`config.mk`:
```
export PLATFORM = sky130hd
export DESIGN_NAME = gna_queue
export DESIGN_NICKNAME = d
export VERILOG_FILES = /design/src/hdl/gna_pkg.sv /design/src/hdl/gna_queue.sv
export SDC_FILE = /design/constraint.sdc
export NUM_CORES = 1
export LEC_CHECK = 0
export ABC_AREA = 1
export BUFFER_PORTS_ARGS = -buffer_cell sky130_fd_sc_hd__clkbuf_2
export CORE_ASPECT_RATIO = 1.75
export CORE_MARGIN = 2
export CORE_UTILIZATION = 25
export CTS_CLUSTER_DIAMETER = 200
export DETAILED_ROUTE_END_ITERATION = 16
export PLACE_DENSITY = 0.39
export SETUP_SLACK_MARGIN = 0.3
export SLEW_MARGIN = 25
export SYNTH_ARGS = -nofsm -noshare
export SYNTH_HDL_FRONTEND = slang
export SYNTH_SLANG_ARGS = --single-unit
export TNS_END_PERCENT = 30
```
`constraint.sdc`:
```
create_clock -name clk_i -period 2.7 [get_ports clk_i]
set_input_delay 0.405 -clock clk_i [delete_from_list [all_inputs] [get_ports clk_i]]
set_output_delay 0.405 -clock clk_i [all_outputs]
set_load 0.03 [all_outputs]
```
`src/hdl/gna_pkg.sv`:
```
// shared types, constants and the exp2 root table for the group norm accumulator
// no dependencies; every other file of the block uses it by scoped names
package gna_pkg;

  localparam int unsigned GrpW   = 56;
  localparam int unsigned SumW   = 48;
  localparam int unsigned ExpW   = 20;
  localparam int unsigned InExpW = 16;
  localparam int unsigned FracW  = 40;
  localparam int unsigned MaxIters = 40;
  localparam int unsigned QueueDepth = 4;

  localparam logic [GrpW-1:0] GrpMax = '1;
  localparam logic [SumW-1:0] SumMax = '1;
  localparam logic [5:0] GrpFrac = 6'd38;
  localparam logic [5:0] ColFrac = 6'd24;

  // register indexes of the configuration port
  localparam logic RegInnerExp = 1'b0;
  localparam logic RegOuterExp = 1'b1;

  typedef struct packed {
    logic              term_valid;
    logic signed [15:0] v_value;
    logic [15:0]       weight_sq;
    logic              group_end;
    logic              column_end;
    logic              matrix_end;
  } gna_in_t;

  typedef struct packed {
    logic [47:0] omega_value;
    logic        saturated;
  } gna_out_t;

  // one closed group handed from front to back
  typedef struct packed {
    logic [GrpW-1:0] grp_sum;
    logic            grp_sat;
    logic            col_end;
    logic            mat_end;
  } gna_qent_t;

  typedef struct packed {
    logic [GrpW-1:0] x;
    logic [5:0]      frac;
    logic [ExpW-1:0] e;
  } gna_pow_req_t;

  typedef struct packed {
    logic [SumW-1:0] y;
    logic            ovf;
  } gna_pow_rsp_t;

  typedef enum logic [1:0] {F_IDLE, F_SQ, F_MUL, F_ADD} gna_front_e;
  typedef enum logic [2:0] {B_IDLE, B_GRP, B_COL_START, B_COL, B_EMIT} gna_back_e;
  typedef enum logic [3:0] {
    P_IDLE, P_NORM, P_LOG, P_MAG, P_MULH, P_MULL, P_SPLIT, P_EXP, P_FINAL
  } gna_pow_e;

  typedef logic [31:0] gna_root_tab_t [MaxIters];

  // successive square roots of 2 in Q2.30, each by truncated integer sqrt
  function automatic gna_root_tab_t gen_roots();
    gna_root_tab_t t;
    logic [63:0] r;
    logic [63:0] a;
    logic [63:0] res;
    logic [63:0] b;
    r = 64'd1 << 31;
    for (int k = 0; k < MaxIters; k++) begin
      a = r << 30;
      res = '0;
      b = 64'd1 << 62;
      while (b > a) b = b >> 2;
      while (b != 0) begin
        if (a >= res + b) begin
          a = a - (res + b);
          res = (res >> 1) + b;
        end else begin
          res = res >> 1;
        end
        b = b >> 2;
      end
      r = res;
      t[k] = res[31:0];
    end
    return t;
  endfunction

  localparam gna_root_tab_t ExpRoots = gen_roots();

endpackage

```
`src/hdl/gna_queue.sv`:
```
// short fifo of closed groups between front and back
// register storage with a single read port; uses gna_pkg
module gna_queue #(
  parameter int unsigned Depth = 4
) (
  input  logic                clk_i,
  input  logic                rst_ni,
  input  logic                push_i,
  input  gna_pkg::gna_qent_t  push_data_i,
  input  logic                pop_i,
  output gna_pkg::gna_qent_t  head_o,
  output logic                full_o,
  output logic                empty_o
);

  localparam int unsigned PtrW = $clog2(Depth);
  localparam int unsigned CntW = $clog2(Depth + 1);

  gna_pkg::gna_qent_t mem_q [Depth];
  logic [PtrW-1:0] wr_q, wr_d, rd_q, rd_d;
  logic [CntW-1:0] cnt_q, cnt_d;

  assign full_o  = (cnt_q == CntW'(Depth));
  assign empty_o = (cnt_q == '0);
  assign head_o  = mem_q[rd_q];

  always_comb begin
    wr_d  = wr_q;
    rd_d  = rd_q;
    cnt_d = cnt_q;
    if (push_i) begin
      wr_d = (wr_q == PtrW'(Depth - 1)) ? '0 : wr_q + 1'b1;
    end
    if (pop_i) begin
      rd_d = (rd_q == PtrW'(Depth - 1)) ? '0 : rd_q + 1'b1;
    end
    if (push_i && !pop_i) begin
      cnt_d = cnt_q + 1'b1;
    end else if (pop_i && !push_i) begin
      cnt_d = cnt_q - 1'b1;
    end
  end

  always_ff @(posedge clk_i or negedge rst_ni) begin
    if (!rst_ni) begin
      wr_q  <= '0;
      rd_q  <= '0;
      cnt_q <= '0;
    end else begin
      wr_q  <= wr_d;
      rd_q  <= rd_d;
      cnt_q <= cnt_d;
    end
  end

  always_ff @(posedge clk_i) begin
    if (push_i) begin
      mem_q[wr_q] <= push_data_i;
    end
  end

endmodule

```
==> impl_metrics.csv <==
group,metric,value,unit
run_status,status,"finished clean",
pwr,powerDensity,1130,nW/µm²
worst_setup_path,arrival,1.94,ns
layout,diodes,0,
sta,setup_tns,0,ns
routing,drt_iter0_markers,190,
logic_synthesis,ys_types,19,
sta,setup_viol,0,
logic_synthesis,ys_ff_latch,243,
logic_synthesis,synthXorXnorAreaFrac,0.08850,%
grt,grt.overflow.total,0,
layout,fill_cells,3942,
sta,period_minus_slack,2.349,ns
sta,fmax,425.8,MHz
routing,ant_nets,0,
cts,clk_pin_slew_worst_paths,0.06,ns
pwr,p_seq_share,37.0,%
cts,cts_tree,"built",
cts,cts_root_buf,"clkbuf_16",
run,maxCapViolCount,0,
logic_synthesis,syn_nets,811,
routing,wl_per_cell,16.49,µm
routing,vias,5814,
layout,multi_input_area,1759,µm²
sta,slew_viol_final,0,
logic_synthesis,yosys.area_share.simple,7.573,%
die,die_h,267.2,µm
pwr,p_sw_share,38.02,%
die,coreArea,39160,µm²
logic_synthesis,synth.area.mux_share,0,%
layout,layout-drive-gt1-share,21.39,%
logic_synthesis,synthCells,741,
logic_synthesis,yosysWarnings,0,
layout,finalNonFillerCells,1383,
routing,viasPerCell,4.204,
grt,first_global_vias,5752,
layout,final_cell_mix,"edfxtp_1, nand2_1, inv_1",
worst_setup_path,crit_type,"reg2out",
logic_synthesis,synth_top_family_by_area,"compound AO/OA/AOI/OAI gates",
pwr,ir_drop,537.4,µV
die,rows,96,
grt,track_usage,11.00,%
pwr,switchingPower,5151,µW
sta,rsz0062_at_grt,"yes",
hold_path,hold_class,"in2reg",
worst_setup_path,end_kind,"output pin",
die,die-area,41260,µm²
layout,syn2layout_area_growth,21.15,%
routing,drc,0,
sta,post-route-period-util,86.99,%
cts,numCtsBuffers,25,
die,die_x,154.4,µm
placed_design,numPortBuffers,123,
worst_setup_path,crit_required,2.30,ns
cts,clock_path_buffers,3,
logic_synthesis,avgSynthCellArea,13.36,µm²
die,ios,124,
routing,dr.pass1.iters,4,
grt,grt_max_degree,61,
logic_synthesis,synth_area,9897,µm²
cts,clock-sinks,243,
sta,hold_viol_final,0,
sta,max-slew-margin-rel,67.91,%
worst_setup_path,critPathMaxFanout,24,
worst_setup_path,crit_path_start_kind,"register",
logic_synthesis,synthAdderAreaFrac,0.9608,%
pwr,pwr-share-comb,37.2,%
sta,worstMarginPinSlew,0.4809,ns
sta,finClkSkew,0.004640,ns
pwr,total_power,13550,µW
die,initial_core_util,25.27,%
layout,layout_commonest_cell,"edfxtp_1",
cts,clkLatencyLatePin,0.52,ns
pwr,p_clk_share,25.8,%
pwr,power_leakage,0.004819,µW
routing,wirelength,22.81,mm
placed_design,hpwlAfterDp,12.63,mm
cts,htree_levels,1,
placed_design,place_congestion,0.6521,
layout,nets,945,
pwr,internal-power,8398,µW
layout,seq_area,7267,µm²
logic_synthesis,yosysSeqAreaShare,73.38,%
logic_synthesis,synth_compound_area_share,9.153,%
placed_design,dp.cells,1329,
grt,antenna_found_initial,2,
grt,grt_pass1_wl,33.91,mm
layer usage:
metal | GRT usage [%] | part of all wire, % | routed length (µm) | up-vias
li1 | - | - | - | 2845
met1 | 11.54 | 39 | 8784 | 2838
met2 | 21.38 | 54 | 12420 | 96
met3 | 2.346 | 4.7 | 1067 | 31
met4 | 3.779 | 2.2 | 506 | 4
met5 | 0 | 0.10 | 23 | -
state kept, by name (all words and copies together) (netlist names):
name and count:
cnt_q 3, mem_q 236, rd_q 2, wr_q 2
cell usage after synthesis:
| master | number | area share [%] |
|---|---|---|
| buf_2 | 11 | 0.56 |
| buf_4 | 1 | 0.076 |
| buf_6 | 20 | 2.3 |
| clkbuf_8 | 7 | 0.97 |
| dfrtp_1 | 7 | 1.8 |
| edfxtp_1 | 236 | 72 |
| fa_1 | 1 | 0.20 |
| ha_1 | 6 | 0.76 |
| inv_1 | 129 | 4.9 |
| inv_2 | 2 | 0.076 |
| nand2_1 | 193 | 7.3 |
| nand3_1 | 1 | 0.051 |
| nand4_1 | 1 | 0.063 |
| nor2_1 | 1 | 0.038 |
| nor3_1 | 2 | 0.10 |
| o211ai_1 | 118 | 9.0 |
| o21ai_0 | 3 | 0.15 |
| o21ai_1 | 1 | 0.051 |
| xnor2_1 | 1 | 0.089 |
logic make-up after synthesis:
group | after synthesis
AND/OR/NAND/NOR | 198
buffers and inverters | 170
adder cells (fa/ha/maj) | 7
AO/OA/AOI/OAI | 122
flip-flops | 243
XOR/XNOR | 1
metrics by stage:
step           hold WS, ns  setup WS (ns)  utilization (%)  cell area [µm²]
6_report            0.1002         0.3513            30.62            11990
4_1_cts            0.06317         0.2967            30.52            11950
2_1_floorplan       0.1094         0.4776                -             9897
5_1_grt            0.07679         0.2404            30.62            11990
3_3_place_gp        0.2645         0.6883            28.02            10970
3_5_place_dp        0.2655         0.6630            28.02            10970
worst paths after layout:
kind | start | end | slack [ns] | cells after the start
setup / recovery | rd_q[0] | head_o[48] | 0.35 | 6
hold / removal | push_data_i[41] | mem_q[3][41] | 0.10 | 1
setup reg to reg | wr_q[1] | mem_q[1][48] | 0.96 | 5
hold reg to reg | cnt_q[2] | cnt_q[2] | 0.51 | 2
max in group asynchronous | rst_ni | rd_q[0] | 2.24 | 2
min in group asynchronous | rst_ni | wr_q[1] | 0.26 | 2
worst max-delay path, cell delays in order (launching register included):
cell and delay (ns):
dfrtp_4 0.54, inv_16 0.15, bufbuf_16 0.33, nand2_1 0.06
o211ai_1 0.07, nand2_1 0.08, clkbuf_2 0.19
what timing repair did:
item	in CTS	in global routing
endpoints found under the setup margin	58	45
hold buffers	1	0
setup buffers	2	2
gates resized for setup	11	6
pin swaps	0	0
hold endpoints to repair	7	0
cloned	4	0
power groups by stage:
stage / Clock (µW) / Combinational, µW / Sequential, µW
floorplan: 0 / 3520 / 5060
global placement: 0 / 4910 / 5070
global route: 3780 / 5540 / 5060
CTS: 3650 / 5180 / 5010
detailed placement: 0 / 4920 / 5080
finish: 3500 / 5040 / 5010
cell type report:
class / instances / area share, %
Multi-Input combinational cell: 328 / 14.67
Timing Repair Buffer: 144 / 8.202
Clock inverter: 16 / 1.576
Tap cell: 490 / 5.113
Inverter: 131 / 4.278
Sequential cell: 243 / 60.61
Clock buffer: 29 / 5.343
Timing Repair inverter: 2 / 0.2087
(Power assumes the default switching activity.)
