`src/hdl/gna_pkg.sv`:
```
// shared types, constants and the exp2 root table for the group norm accumulator
// no dependencies; every other file of the block uses it by scoped names
package gna_pkg;

  localparam int unsigned GrpW   = 56;
  localparam int unsigned SumW   = 48;
  localparam int unsigned ExpW   = 20;
  localparam int unsigned InExpW = 16;
  localparam int unsigned FracW  = 40;
  localparam int unsigned MaxIters = 40;
  localparam int unsigned QueueDepth = 4;

  localparam logic [GrpW-1:0] GrpMax = '1;
  localparam logic [SumW-1:0] SumMax = '1;
  localparam logic [5:0] GrpFrac = 6'd38;
  localparam logic [5:0] ColFrac = 6'd24;

  // register indexes of the configuration port
  localparam logic RegInnerExp = 1'b0;
  localparam logic RegOuterExp = 1'b1;

  typedef struct packed {
    logic              term_valid;
    logic signed [15:0] v_value;
    logic [15:0]       weight_sq;
    logic              group_end;
    logic              column_end;
    logic              matrix_end;
  } gna_in_t;

  typedef struct packed {
    logic [47:0] omega_value;
    logic        saturated;
  } gna_out_t;

  // one closed group handed from front to back
  typedef struct packed {
    logic [GrpW-1:0] grp_sum;
    logic            grp_sat;
    logic            col_end;
    logic            mat_end;
  } gna_qent_t;

  typedef struct packed {
    logic [GrpW-1:0] x;
    logic [5:0]      frac;
    logic [ExpW-1:0] e;
  } gna_pow_req_t;

  typedef struct packed {
    logic [SumW-1:0] y;
    logic            ovf;
  } gna_pow_rsp_t;

  typedef enum logic [1:0] {F_IDLE, F_SQ, F_MUL, F_ADD} gna_front_e;
  typedef enum logic [2:0] {B_IDLE, B_GRP, B_COL_START, B_COL, B_EMIT} gna_back_e;
  typedef enum logic [3:0] {
    P_IDLE, P_NORM, P_LOG, P_MAG, P_MULH, P_MULL, P_SPLIT, P_EXP, P_FINAL
  } gna_pow_e;

  typedef logic [31:0] gna_root_tab_t [MaxIters];

  // successive square roots of 2 in Q2.30, each by truncated integer sqrt
  function automatic gna_root_tab_t gen_roots();
    gna_root_tab_t t;
    logic [63:0] r;
    logic [63:0] a;
    logic [63:0] res;
    logic [63:0] b;
    r = 64'd1 << 31;
    for (int k = 0; k < MaxIters; k++) begin
      a = r << 30;
      res = '0;
      b = 64'd1 << 62;
      while (b > a) b = b >> 2;
      while (b != 0) begin
        if (a >= res + b) begin
          a = a - (res + b);
          res = (res >> 1) + b;
        end else begin
          res = res >> 1;
        end
        b = b >> 2;
      end
      r = res;
      t[k] = res[31:0];
    end
    return t;
  endfunction

  localparam gna_root_tab_t ExpRoots = gen_roots();

endpackage

```
`src/hdl/gna_front.sv`:
```
// front end: accepts items, forms v^2 * w and accumulates the group sum
// pushes each closed group into the queue; uses gna_pkg
module gna_front (
  input  logic                clk_i,
  input  logic                rst_ni,
  input  logic                in_valid_i,
  output logic                in_ready_o,
  input  gna_pkg::gna_in_t    in_data_i,
  output logic                push_o,
  output gna_pkg::gna_qent_t  push_data_o,
  input  logic                full_i
);

  gna_pkg::gna_front_e state_q, state_d;
  gna_pkg::gna_in_t    item_q, item_d;
  logic [30:0] sq_q, sq_d;
  logic [46:0] term_q, term_d;
  logic [gna_pkg::GrpW-1:0] grp_q, grp_d;
  logic grp_sat_q, grp_sat_d;

  logic signed [31:0] sq_full;
  logic [gna_pkg::GrpW:0] sum_wide;
  logic [gna_pkg::GrpW-1:0] sum_sat;
  logic add_ovf;
  logic close;

  assign sq_full  = item_q.v_value * item_q.v_value;
  assign sum_wide = {1'b0, grp_q} + (gna_pkg::GrpW+1)'(term_q);
  assign add_ovf  = sum_wide[gna_pkg::GrpW];
  assign sum_sat  = add_ovf ? gna_pkg::GrpMax : sum_wide[gna_pkg::GrpW-1:0];
  assign close    = item_q.group_end | item_q.column_end | item_q.matrix_end;

  always_ff @(posedge clk_i or negedge rst_ni) begin
    if (!rst_ni) begin
      state_q   <= gna_pkg::F_IDLE;
      grp_q     <= '0;
      grp_sat_q <= 1'b0;
    end else begin
      state_q   <= state_d;
      grp_q     <= grp_d;
      grp_sat_q <= grp_sat_d;
    end
  end

  always_ff @(posedge clk_i) begin
    item_q <= item_d;
    sq_q   <= sq_d;
    term_q <= term_d;
  end

  always_comb begin
    state_d     = state_q;
    item_d      = item_q;
    sq_d        = sq_q;
    term_d      = term_q;
    grp_d       = grp_q;
    grp_sat_d   = grp_sat_q;
    in_ready_o  = 1'b0;
    push_o      = 1'b0;
    push_data_o = '{grp_sum: sum_sat, grp_sat: grp_sat_q | add_ovf,
                    col_end: item_q.column_end | item_q.matrix_end,
                    mat_end: item_q.matrix_end};
    case (state_q)
      gna_pkg::F_IDLE: begin
        in_ready_o = 1'b1;
        if (in_valid_i) begin
          item_d  = in_data_i;
          state_d = gna_pkg::F_SQ;
        end
      end
      gna_pkg::F_SQ: begin
        sq_d    = sq_full[30:0];
        state_d = gna_pkg::F_MUL;
      end
      gna_pkg::F_MUL: begin
        term_d  = item_q.term_valid ? 47'(sq_q * item_q.weight_sq) : '0;
        state_d = gna_pkg::F_ADD;
      end
      gna_pkg::F_ADD: begin
        if (close) begin
          // hold the term until the queue has room
          if (!full_i) begin
            push_o    = 1'b1;
            grp_d     = '0;
            grp_sat_d = 1'b0;
            state_d   = gna_pkg::F_IDLE;
          end
        end else begin
          grp_d     = sum_sat;
          grp_sat_d = grp_sat_q | add_ovf;
          state_d   = gna_pkg::F_IDLE;
        end
      end
      default: state_d = gna_pkg::F_IDLE;
    endcase
  end

endmodule

```
`config.mk`:
```
export PLATFORM = sky130hd
export DESIGN_NAME = gna_front
export DESIGN_NICKNAME = d
export VERILOG_FILES = /design/src/hdl/gna_pkg.sv /design/src/hdl/gna_front.sv
export SDC_FILE = /design/constraint.sdc
export NUM_CORES = 2
export LEC_CHECK = 0
export BUFFER_PORTS_ARGS = -buffer_cell sky130_fd_sc_hd__buf_2
export CAP_MARGIN = 20
export CORE_UTILIZATION = 66
export CTS_CLUSTER_SIZE = 8
export DETAILED_ROUTE_END_ITERATION = 12
export GPL_TIMING_DRIVEN = 0
export PLACE_DENSITY = 0.83
export SYNTH_ARGS = -nofsm -noshare
export SYNTH_HDL_FRONTEND = slang
export SYNTH_SLANG_ARGS = --single-unit
```
`constraint.sdc`:
```
create_clock -name clk_i -period 8.5 [get_ports clk_i]
set_clock_uncertainty 0.1 [all_clocks]
set_input_delay 2.55 -clock clk_i [delete_from_list [all_inputs] [get_ports clk_i]]
set_output_delay 2.55 -clock clk_i [all_outputs]
set_load 0.02 [all_outputs]
```
==> reports/results.ini <==
[synth]
ys_seq_elements = 172
post_synth_design_cell_area_um2 = 33500
asyncSetResetFlopFracSynth_pct = 34.3
ys_dominant_reg_cell = edfxtp_1
avgSynthCellArea_um2 = 9.25
synth_enable_flop_cells = 113
synth_sequential_area_ratio_pct = 14.5
ys.warnings.count = 0
synth_cell_type_count = 81
yosysTopAreaCell = fa_1
synthesized_instance_count = 3620
synth_area_leaders = fa_1 38%, edfxtp_1 10%, ha_1 9.6%, inv_1 8.5%, and2_1 5.5%
yosysTopAreaCellShare_pct = 37.7

[global_route]
grt_start_max_net_pins = 46
globalRoute.totalOverflow = 0
grt_first_pass_wirelength_um = 138000
first_global_vias = 26700
grt_use_total_pct = 35.3
antenna_violations_before_repair = 1

[clock_network]
cts.sinks = 172
htree_num_levels = 4
cts-hold-fix-buffers = 0
max-clock-path-buffers = 2
tritoncts = built
clk_pin_slew_ns = 0.07
cts-root-buf = clkbuf_16
postCtsSetupRepairBufs = 0
count_of_cells_resized_by_post_cts_repair = 0
clock_insertion_delay_worst_skew_ns = 0.51
tritoncts.num_buffers = 17

[routing]
detail-route-antenna-nets = 0
met3RoutedLength_um = 7700
detailedRoute.firstPassIterationCount = 5
met2WireLength_um = 39700
routed_wire_length_per_instance_um = 19.2
total_via_count_after_detailed_routing = 25600
via_per_inst = 5.77
met1_length_um = 32000
top_layer = met5
detail_route.iter0.violations = 1960
wirelength_um = 85100
drc = 0

[setup_path]
crit_path_leading_delay_family = adder cells
logic_depth_of_the_worst_register_to_register_path = 22
start_kind = flop
timing.critical_path.to_type = flop
worstPathBufferInverterCount = 5
critical_path.cell_chain = clkbuf_1 > nand2_1 > fa_1 > fa_1 > inv_1 > fa_1 > fa_1 > fa_1 > inv_1 > fa_1 > inv_1 > ha_1 > clkbuf_1 > nand4_1 > nor4_1 > o21ai_0 > a211oi_1 > o21ai_0 > a31oi_1 > a31oi_1 > o2111ai_1 > a32oi_1
critPathMostFrequentCell = fa_1
stage_delay_of_the_slowest_cell_on_the_critical_path_ns = 0.61
critical_path.slowest_cell = edfxtp_1
worst-endpoint-arrival_ns = 8.27
cp_data_required_time_ns = 8.62
cp_max_fo = 10
critical_path_class = flop to flop
critical_path_depth = 22

[floorplanning]
die_x_um = 227
die_h_um = 227
coreArea_um2 = 50100
placementRows = 82
die_area_um2 = 51700
initial_core_util_pct = 66.9
io_pins = 101

[outcome]
status = complete, no violations

[cells_and_area]
fillCellCount = 3818
layout-drive-gt1-share_pct = 4.57
multi_input_area_um2 = 25200
final_layout_net_count = 4675
footprint_of_the_flip_flops_and_latches_um2 = 4870
syn_to_final_growth_pct = 6.18

[placement]
detailed_place_hpwl_um = 70200
io_buffers = 100
dp_slack_ns = 0.714
place_congestion = 1.05

[min_path]
hold_path.class = flop to flop
min_path_cells = 2

[sta]
totalNegativeSetupSlack_ns = 0
max_freq_ghz = 0.123
report.final.slew_viol_count = 0
grt_setup_unrepaired = no
post-route-worst-setup-slack_ns = 0.351
final-hold-violation-count = 0
finalCritPeriodShare_pct = 95.9
worst_tran_pin_value_ns = 0.898
slew_headroom_pct = 40.1
final_min_period_ns = 8.15
setup_violations = 0

[run]
max_cap_viol_count = 0

## final cells by class
cell class                      instances  share of cell area (%)
Antenna cell                            3                  0.0211
Buffer                                154                    1.73
Clock buffer                           18                    1.21
Clock inverter                         14                   0.573
Inverter                              763                    8.05
Multi-Input combinational cell       2537                    70.8
Sequential cell                       172                    13.7
Tap cell                              672                    2.36
Timing Repair Buffer                  103                    1.58
## sequential cells by signal (all words and copies together) (netlist names)
register     count
grp_q           56
sq_q            30
state_q          2
term_q          47
grp_sat_q        1
push_data_o      1
item_q          35
## worst paths after layout
check                           startpoint          to  slack [ns]
min in group asynchronous           rst_ni   grp_q[12]        1.91
worst min register to register   grp_q[27]   grp_q[27]        0.42
max in group asynchronous           rst_ni  state_q[0]        5.80
worst max-delay path              sq_q[14]  term_q[46]        0.35
worst min-delay path             grp_q[27]   grp_q[27]        0.42
worst max register to register    sq_q[14]  term_q[46]        0.35
## layout by cell type, fill, tap and decap left out, types with 5 or more instances in the layout
master and n:
nor3_1 17, a2111oi_0 6, nand3_1 80, nand4_1 18, edfxtp_1 113, nor2_1 87, nor2b_1 18, a21oi_1 169
a311oi_1 10, clkbuf_1 142, a211o_1 6, a211oi_1 16, o21a_1 20, o2111ai_1 6, o21ai_0 95, inv_1 763
a31oi_1 25, nand2_1 435, clkinv_8 5, fa_1 631, nor4_1 5, a21boi_0 10, or3_1 5, xor2_1 42
o211ai_1 11, and3_1 24, nand2b_1 14, clkbuf_16 17, xnor2_1 80, conb_1 8, o22ai_1 5, and2_1 296
buf_2 107, o21bai_1 22, a21o_1 58, ha_1 254, dfrtp_1 59
## stage by stage
stage                     cell area (µm²)  cells  util [%]  hold slack [ns]
after floorplan                     33500   3626         -            0.346
after global routing                35600   4433      71.0            0.441
after detailed placement            34900   4401      69.8            0.403
after CTS                           35600   4433      71.0            0.433
after global placement              34900   4398      69.6            0.392
final                               35600   4436      71.0            0.423
## tightest hold or removal path, delay by kind of cell (launching register included)
kind	cells	cell delay, ns
flops	1	0.35
simple gates	1	0.08
compound gates	1	0.06
## cell usage after synthesis (all sizes together), types with 2 or more instances
cell / n
o2111ai: 6
nand2: 436
o211ai: 13
a2111oi: 7
buf: 13
xnor2: 80
nor4: 5
o41ai: 2
xor2: 42
a211oi: 18
conb: 2
o22ai: 5
dfrtp: 59
nand3: 81
or2: 4
ha: 256
and3: 24
o21bai: 22
nand3b: 2
a211o: 6
o31ai: 4
and2: 298
a21oi: 170
inv: 763
fa: 631
o211a: 3
nor3: 17
nand4: 18
a41oi: 2
a311oi: 11
nor2: 87
nand2b: 14
a221oi: 2
a31oi: 26
mux2i: 3
edfxtp: 113
a21boi: 11
or3: 5
o21a: 20
clkbuf: 141
o221ai: 3
a21o: 59
o21ai: 100
nor2b: 18
## cell families after synthesis
family / count (synthesis) / synth area share (%)
AND/OR/NAND/NOR: 1015 / 14.8
buffers and inverters: 917 / 10.4
adder cells (fa/ha/maj): 887 / 47.3
AO/OA/AOI/OAI: 501 / 9.68
flip-flops: 172 / 14.5
XOR/XNOR: 122 / 3.19
multiplexers: 4 / 0.123
other: 2 / 0.0224
## routing by layer
| layer | global-route usage, % | vias up |
|---|---|---|
| li1 | - | 11500 |
| met5 | 0 | - |
| met1 | 43.1 | 12500 |
| met2 | 57.8 | 1328 |
| met4 | 21.5 | 2 |
| met3 | 7.45 | 308 |
Power is not shown: default switching activity piles up to over one toggle a cycle in this logic, so the estimate is an artifact.
