<file path="src/hdl/gna_pkg.sv">
// shared types, constants and the exp2 root table for the group norm accumulator
// no dependencies; every other file of the block uses it by scoped names
package gna_pkg;

  localparam int unsigned GrpW   = 56;
  localparam int unsigned SumW   = 48;
  localparam int unsigned ExpW   = 20;
  localparam int unsigned InExpW = 16;
  localparam int unsigned FracW  = 40;
  localparam int unsigned MaxIters = 40;
  localparam int unsigned QueueDepth = 4;

  localparam logic [GrpW-1:0] GrpMax = '1;
  localparam logic [SumW-1:0] SumMax = '1;
  localparam logic [5:0] GrpFrac = 6'd38;
  localparam logic [5:0] ColFrac = 6'd24;

  // register indexes of the configuration port
  localparam logic RegInnerExp = 1'b0;
  localparam logic RegOuterExp = 1'b1;

  typedef struct packed {
    logic              term_valid;
    logic signed [15:0] v_value;
    logic [15:0]       weight_sq;
    logic              group_end;
    logic              column_end;
    logic              matrix_end;
  } gna_in_t;

  typedef struct packed {
    logic [47:0] omega_value;
    logic        saturated;
  } gna_out_t;

  // one closed group handed from front to back
  typedef struct packed {
    logic [GrpW-1:0] grp_sum;
    logic            grp_sat;
    logic            col_end;
    logic            mat_end;
  } gna_qent_t;

  typedef struct packed {
    logic [GrpW-1:0] x;
    logic [5:0]      frac;
    logic [ExpW-1:0] e;
  } gna_pow_req_t;

  typedef struct packed {
    logic [SumW-1:0] y;
    logic            ovf;
  } gna_pow_rsp_t;

  typedef enum logic [1:0] {F_IDLE, F_SQ, F_MUL, F_ADD} gna_front_e;
  typedef enum logic [2:0] {B_IDLE, B_GRP, B_COL_START, B_COL, B_EMIT} gna_back_e;
  typedef enum logic [3:0] {
    P_IDLE, P_NORM, P_LOG, P_MAG, P_MULH, P_MULL, P_SPLIT, P_EXP, P_FINAL
  } gna_pow_e;

  typedef logic [31:0] gna_root_tab_t [MaxIters];

  // successive square roots of 2 in Q2.30, each by truncated integer sqrt
  function automatic gna_root_tab_t gen_roots();
    gna_root_tab_t t;
    logic [63:0] r;
    logic [63:0] a;
    logic [63:0] res;
    logic [63:0] b;
    r = 64'd1 << 31;
    for (int k = 0; k < MaxIters; k++) begin
      a = r << 30;
      res = '0;
      b = 64'd1 << 62;
      while (b > a) b = b >> 2;
      while (b != 0) begin
        if (a >= res + b) begin
          a = a - (res + b);
          res = (res >> 1) + b;
        end else begin
          res = res >> 1;
        end
        b = b >> 2;
      end
      r = res;
      t[k] = res[31:0];
    end
    return t;
  endfunction

  localparam gna_root_tab_t ExpRoots = gen_roots();

endpackage

</file>
<file path="src/hdl/gna_back.sv">
// back end: pops closed groups, raises them to the inner and outer powers,
// keeps column and total sums and the result register; uses gna_pkg
module gna_back (
  input  logic                  clk_i,
  input  logic                  rst_ni,
  input  logic                  cfg_we_i,
  input  logic                  cfg_idx_i,
  input  logic [19:0]           cfg_data_i,
  input  logic                  empty_i,
  input  gna_pkg::gna_qent_t    head_i,
  output logic                  pop_o,
  output logic                  pow_start_o,
  output gna_pkg::gna_pow_req_t pow_req_o,
  input  logic                  pow_done_i,
  input  gna_pkg::gna_pow_rsp_t pow_rsp_i,
  output logic                  out_valid_o,
  input  logic                  out_ready_i,
  output gna_pkg::gna_out_t     out_data_o
);

  gna_pkg::gna_back_e state_q, state_d;
  logic [gna_pkg::InExpW-1:0] inner_q;
  logic [gna_pkg::ExpW-1:0]   outer_q;
  gna_pkg::gna_qent_t ent_q, ent_d;
  logic [gna_pkg::SumW-1:0] col_q, col_d, tot_q, tot_d;
  logic ovf_q, ovf_d;
  logic out_valid_q, out_valid_d;
  gna_pkg::gna_out_t out_q, out_d;

  logic [gna_pkg::SumW-1:0] add_a;
  logic [gna_pkg::SumW:0]   add_w;
  logic [gna_pkg::SumW-1:0] add_s;

  assign out_valid_o = out_valid_q;
  assign out_data_o  = out_q;

  // shared saturating adder for column and total
  assign add_a = (state_q == gna_pkg::B_COL) ? tot_q : col_q;
  assign add_w = {1'b0, add_a} + {1'b0, pow_rsp_i.y};
  assign add_s = add_w[gna_pkg::SumW] ? gna_pkg::SumMax : add_w[gna_pkg::SumW-1:0];

  always_ff @(posedge clk_i or negedge rst_ni) begin
    if (!rst_ni) begin
      state_q     <= gna_pkg::B_IDLE;
      inner_q     <= gna_pkg::InExpW'(1024);
      outer_q     <= gna_pkg::ExpW'(8192);
      col_q       <= '0;
      tot_q       <= '0;
      ovf_q       <= 1'b0;
      out_valid_q <= 1'b0;
    end else begin
      state_q     <= state_d;
      col_q       <= col_d;
      tot_q       <= tot_d;
      ovf_q       <= ovf_d;
      out_valid_q <= out_valid_d;
      if (cfg_we_i) begin
        case (cfg_idx_i)
          gna_pkg::RegInnerExp: inner_q <= cfg_data_i[gna_pkg::InExpW-1:0];
          gna_pkg::RegOuterExp: outer_q <= cfg_data_i;
          default: ;
        endcase
      end
    end
  end

  always_ff @(posedge clk_i) begin
    ent_q <= ent_d;
    out_q <= out_d;
  end

  always_comb begin
    state_d     = state_q;
    ent_d       = ent_q;
    col_d       = col_q;
    tot_d       = tot_q;
    ovf_d       = ovf_q;
    out_d       = out_q;
    out_valid_d = out_valid_q && !out_ready_i;
    pop_o       = 1'b0;
    pow_start_o = 1'b0;
    pow_req_o   = '{x: head_i.grp_sum, frac: gna_pkg::GrpFrac,
                    e: gna_pkg::ExpW'(inner_q)};
    case (state_q)
      gna_pkg::B_IDLE: begin
        if (!empty_i) begin
          pop_o       = 1'b1;
          pow_start_o = 1'b1;
          ent_d       = head_i;
          state_d     = gna_pkg::B_GRP;
        end
      end
      gna_pkg::B_GRP: begin
        if (pow_done_i) begin
          col_d = add_s;
          ovf_d = ovf_q | pow_rsp_i.ovf | add_w[gna_pkg::SumW] | ent_q.grp_sat;
          state_d = ent_q.col_end ? gna_pkg::B_COL_START : gna_pkg::B_IDLE;
        end
      end
      gna_pkg::B_COL_START: begin
        pow_start_o = 1'b1;
        pow_req_o   = '{x: gna_pkg::GrpW'(col_q), frac: gna_pkg::ColFrac, e: outer_q};
        col_d       = '0;
        state_d     = gna_pkg::B_COL;
      end
      gna_pkg::B_COL: begin
        if (pow_done_i) begin
          tot_d   = add_s;
          ovf_d   = ovf_q | pow_rsp_i.ovf | add_w[gna_pkg::SumW];
          state_d = ent_q.mat_end ? gna_pkg::B_EMIT : gna_pkg::B_IDLE;
        end
      end
      gna_pkg::B_EMIT: begin
        if (!out_valid_q || out_ready_i) begin
          out_d       = '{omega_value: tot_q, saturated: ovf_q};
          out_valid_d = 1'b1;
          tot_d       = '0;
          ovf_d       = 1'b0;
          state_d     = gna_pkg::B_IDLE;
        end
      end
      default: state_d = gna_pkg::B_IDLE;
    endcase
  end

endmodule

</file>
<file path="config.mk">
export PLATFORM = sky130hd
export DESIGN_NAME = gna_back
export DESIGN_NICKNAME = d
export VERILOG_FILES = /design/src/hdl/gna_pkg.sv /design/src/hdl/gna_back.sv
export SDC_FILE = /design/constraint.sdc
export NUM_CORES = 1
export LEC_CHECK = 0
export BUFFER_PORTS_ARGS = -buffer_cell sky130_fd_sc_hd__buf_2
export CAP_MARGIN = 20
export CELL_PAD_IN_SITES_DETAIL_PLACEMENT = 1
export CELL_PAD_IN_SITES_GLOBAL_PLACEMENT = 1
export CORE_MARGIN = 1
export CORE_UTILIZATION = 41
export DETAILED_ROUTE_END_ITERATION = 7
export PLACE_DENSITY_LB_ADDON = 0.1
export REMOVE_ABC_BUFFERS = 1
export SYNTH_ARGS = -nofsm -noshare
export SYNTH_HDL_FRONTEND = slang
export SYNTH_SLANG_ARGS = --single-unit
</file>
<file path="constraint.sdc">
create_clock -name clk_i -period 5.5 [get_ports clk_i]
set_input_delay 0.55 -clock clk_i [delete_from_list [all_inputs] [get_ports clk_i]]
set_output_delay 0.55 -clock clk_i [all_outputs]
set_load 0.02 [all_outputs]
</file>
==> metrics.md <==
| Metric | Value |
|---|---|
| Status | `finished clean` |
| Tot GR Track Use | `25.5%` |
| CP endpoint | `ovf_q` |
| CP startpoint kind | `flop` |
| Most common cell in the synthesized netlist | `nand2_1` |
| Post-CTS Resized | `0` |
| RD Place Congestion | `0.863` |
| Via/cell ratio | `5.45` |
| Initial Utilization | `42.0%` |
| Final wirelength | `35,100 µm` |
| Share of total power in the clock network | `14.7%` |
| Pre-CTS setup slack | `1.10 ns` |
| First-pass GRT wire length | `56,700 µm` |
| Clk buf depth | `2` |
| DRT iter0 DRCs | `553` |
| Max Freq | `226 MHz` |
| CP top delay family | `compound AO/OA/AOI/OAI gates` |
| Critical path's largest stage delay | `0.60 ns` |
| Mapped Avg Cell Area | `9.03 µm²` |
| Hold_buf cts | `0` |
| H-tree levels | `4` |
| CP startpoint | `state_q[1]` |
| #FFs+latches synth | `189` |
| WL/cell | `19.2 µm` |
| Post-synth top cells | `284 x nand2_1, 135 x dfrtp_1, 86 x nor2_1` |
| Switch share | `48.3%` |
| Yosys top cell area share | `29.8%` |
| Number of CTS-inserted buffers | `17` |
| Final setup viols | `0` |
| Max_cap viols | `0` |
| # Post-CTS Setup Buffers | `0` |
| Std cell rows | `60` |
| Fin crit share | `80.6%` |
| Mapped cell area | `11,300 µm²` |
| Die ar. | `28,300 µm²` |
| Instance count on the critical path | `16` |
| Antenna diodes | `0` |
| Mapped Cells | `1,256` |
| Final Max Tran Viols | `0` |
| Seq pwr share | `25.7%` |
| PD cells | `650 nW/µm²` |
| # DRC | `0` |
| Routed Antenna Nets | `0` |
| Vias in the first global route | `10,302` |
| Peak supply drop | `0.253 mV` |
| Port bufs | `267` |
| Congestion Overflow GR | `0` |
| Non-Filler Instances | `1,829` |
| Int Pwr | `4.54 mW` |
| Worst-Skew Late Latency | `0.45 ns` |
| R2R depth | `16` |
| Critical path cell sequence | `nand3b_1 -> buf_12 -> mux2_2 -> ha_1 -> inv_1 -> fa_1 -> nand2b_1 -> a21oi_2 -> o21ai_2 -> o31a_4 -> a21oi_4 -> a32oi_4 -> o21bai_4 -> buf_12 -> a211oi_1 -> a211oi_1` |
| Critical path class | `flop to flop` |
| Placed Instances | `1,797` |
| Die Y | `168 µm` |
| Fin crit period | `4.43 ns` |
| PnR worst setup slack | `1.07 ns` |
| Area delta synth->final | `19.0%` |
| Via count | `9,976` |
| EDFF count, synth | `52` |
| Root Driver | `clkbuf_16` |
| Buf+Inv Stages, Crit Path | `3` |
| RSZ-0062 raised after global routing | `false` |
| Crit. End Element | `flop` |
| Worst r2r src | `state_q[1]` |
| R2R setup slack | `1.07 ns` |
| Sequential-to-total area share from yosys stat | `44.0%` |
| Critical Path Fanout Max | `49` |
| Initial antenna violation count | `1` |
| Worst min path class | `input port to async pin` |
| Worst hold slack | `0.175 ns` |
| Comb pwr share | `59.6%` |
| Final Hold Viols | `0` |
| Largest net degree at the start of global routing | `124` |
| Die Width | `168 µm` |
| Static Leak | `6.44 nW` |
| HPWL after detailed placement | `24,800 µm` |
| I/O Pins | `269` |
| Ys Warns | `0` |
| Max_slew headroom | `30.5%` |
| Final setup skew | `0.0217 ns` |
| CP required | `5.84 ns` |
| Leading post-synthesis cells by cell area | `dfrtp_1 30%, edfxtp_1 14%, nand2_1 9.4%` |
| Slowest stage cell, crit path | `dfrtp_1` |
| Synth area leader | `dfrtp_1` |
| DR pass1 iterations | `5` |
| Share of cells above drive strength 1 | `28.6%` |
| CTS tree | `done` |
| CTS clk-pin slew, worst paths | `0.08 ns` |
| P_sw | `4.24 mW` |
| Reg-to-reg endpoint | `ovf_q` |
| Core ar. | `27,000 µm²` |
| CP arrival | `4.78 ns` |
| Worst slew pin tran | `1.04 ns` |
| Post-synth top flop | `dfrtp_1` |
| Fin nets | `1,662` |
| FFs w/ async S/R, synth | `72.5%` |
| Synth cell types | `72` |
| Sink Count | `189` |
==> cells in the final DEF (no fill, tap or decap), drive strengths merged, types with 6 or more instances in the layout <==
| cell type | n |
|---|---|
| and3 | 8 |
| a21o | 19 |
| nor2b | 6 |
| o21bai | 9 |
| nand4 | 8 |
| edfxtp | 52 |
| ha | 51 |
| xor2 | 17 |
| nand2b | 11 |
| a21oi | 79 |
| dfrtp | 135 |
| buf | 277 |
| nand2 | 285 |
| o21ai | 126 |
| clkbuf | 19 |
| or3 | 6 |
| nand3 | 63 |
| a211oi | 6 |
| and2 | 11 |
| mux2 | 84 |
| nor2 | 91 |
| nor3 | 6 |
| inv | 24 |
| xnor2 | 22 |
| a31oi | 8 |
==> how the worst min path moves through the flow <==
stage / endpoint / slack (ns) / depth (start not counted)
floorplan: col_q[0] / 0.25 / 0
global placement: out_data_o[30] / 0.46 / 0
detailed placement: out_data_o[39] / 0.45 / 0
CTS: tot_q[3] / 0.24 / 1
global route: col_q[5] / 0.26 / 1
finish: tot_q[3] / 0.17 / 1
==> stage by stage <==
step / cell area, µm² / setup TNS, ns / power, mW / util (%)
2_1_floorplan: 11000 / -4.89 / 5.98 / -
3_3_place_gp: 12900 / 0 / 7.37 / 47.7
3_5_place_dp: 12900 / 0 / 7.49 / 47.7
4_1_cts: 13500 / 0 / 8.83 / 49.9
5_1_grt: 13500 / 0 / 9.51 / 49.9
6_report: 13500 / 0 / 8.78 / 49.9
==> layout make-up <==
class	instances	area, µm²
Fill cell	3220	13500
Clock buffer	19	475
Multi-Input combinational cell	974	5950
Sequential cell	189	4990
Inverter	16	60.1
Tap cell	341	427
Timing Repair Buffer	277	1460
Clock inverter	13	135
==> state kept, by name, indices dropped and copies added, names as in the netlist <==
signal,count
out_data_o,49
col_q,48
tot_q,48
outer_q,20
inner_q,16
ent_q,3
state_q,3
out_valid_o,1
ovf_q,1
==> metal layers <==
layer / vias up / global-route usage [%] / wire, µm
li1: 4823 / - / -
met1: 4868 / 35.1 / 17000
met2: 256 / 42.0 / 16200
met3: 27 / 4.11 / 1480
met4: 2 / 5.69 / 420
met5: - / 0 / 11
==> power by group through the flow <==
stage                     Combinational (mW)  Clock, mW  Sequential [mW]
final                                   5.23       1.29             2.25
after global routing                    5.83       1.37             2.32
after CTS                               5.26       1.32             2.25
after detailed placement                5.22          0             2.27
after global placement                  5.11          0             2.26
after floorplan                         3.81          0             2.17
==> kinds of logic after synthesis <==
kind of cell,share of synthesized area (%)
other,0.0331
AOI/OAI and AO/OA,15.5
adders and majority gates,5.80
DFF,44.0
and+or+nand+nor,19.4
muxes,8.60
buffers and inverters,3.59
xor gates and xnor gates,3.01
Power figures use the tool's default switching activity.
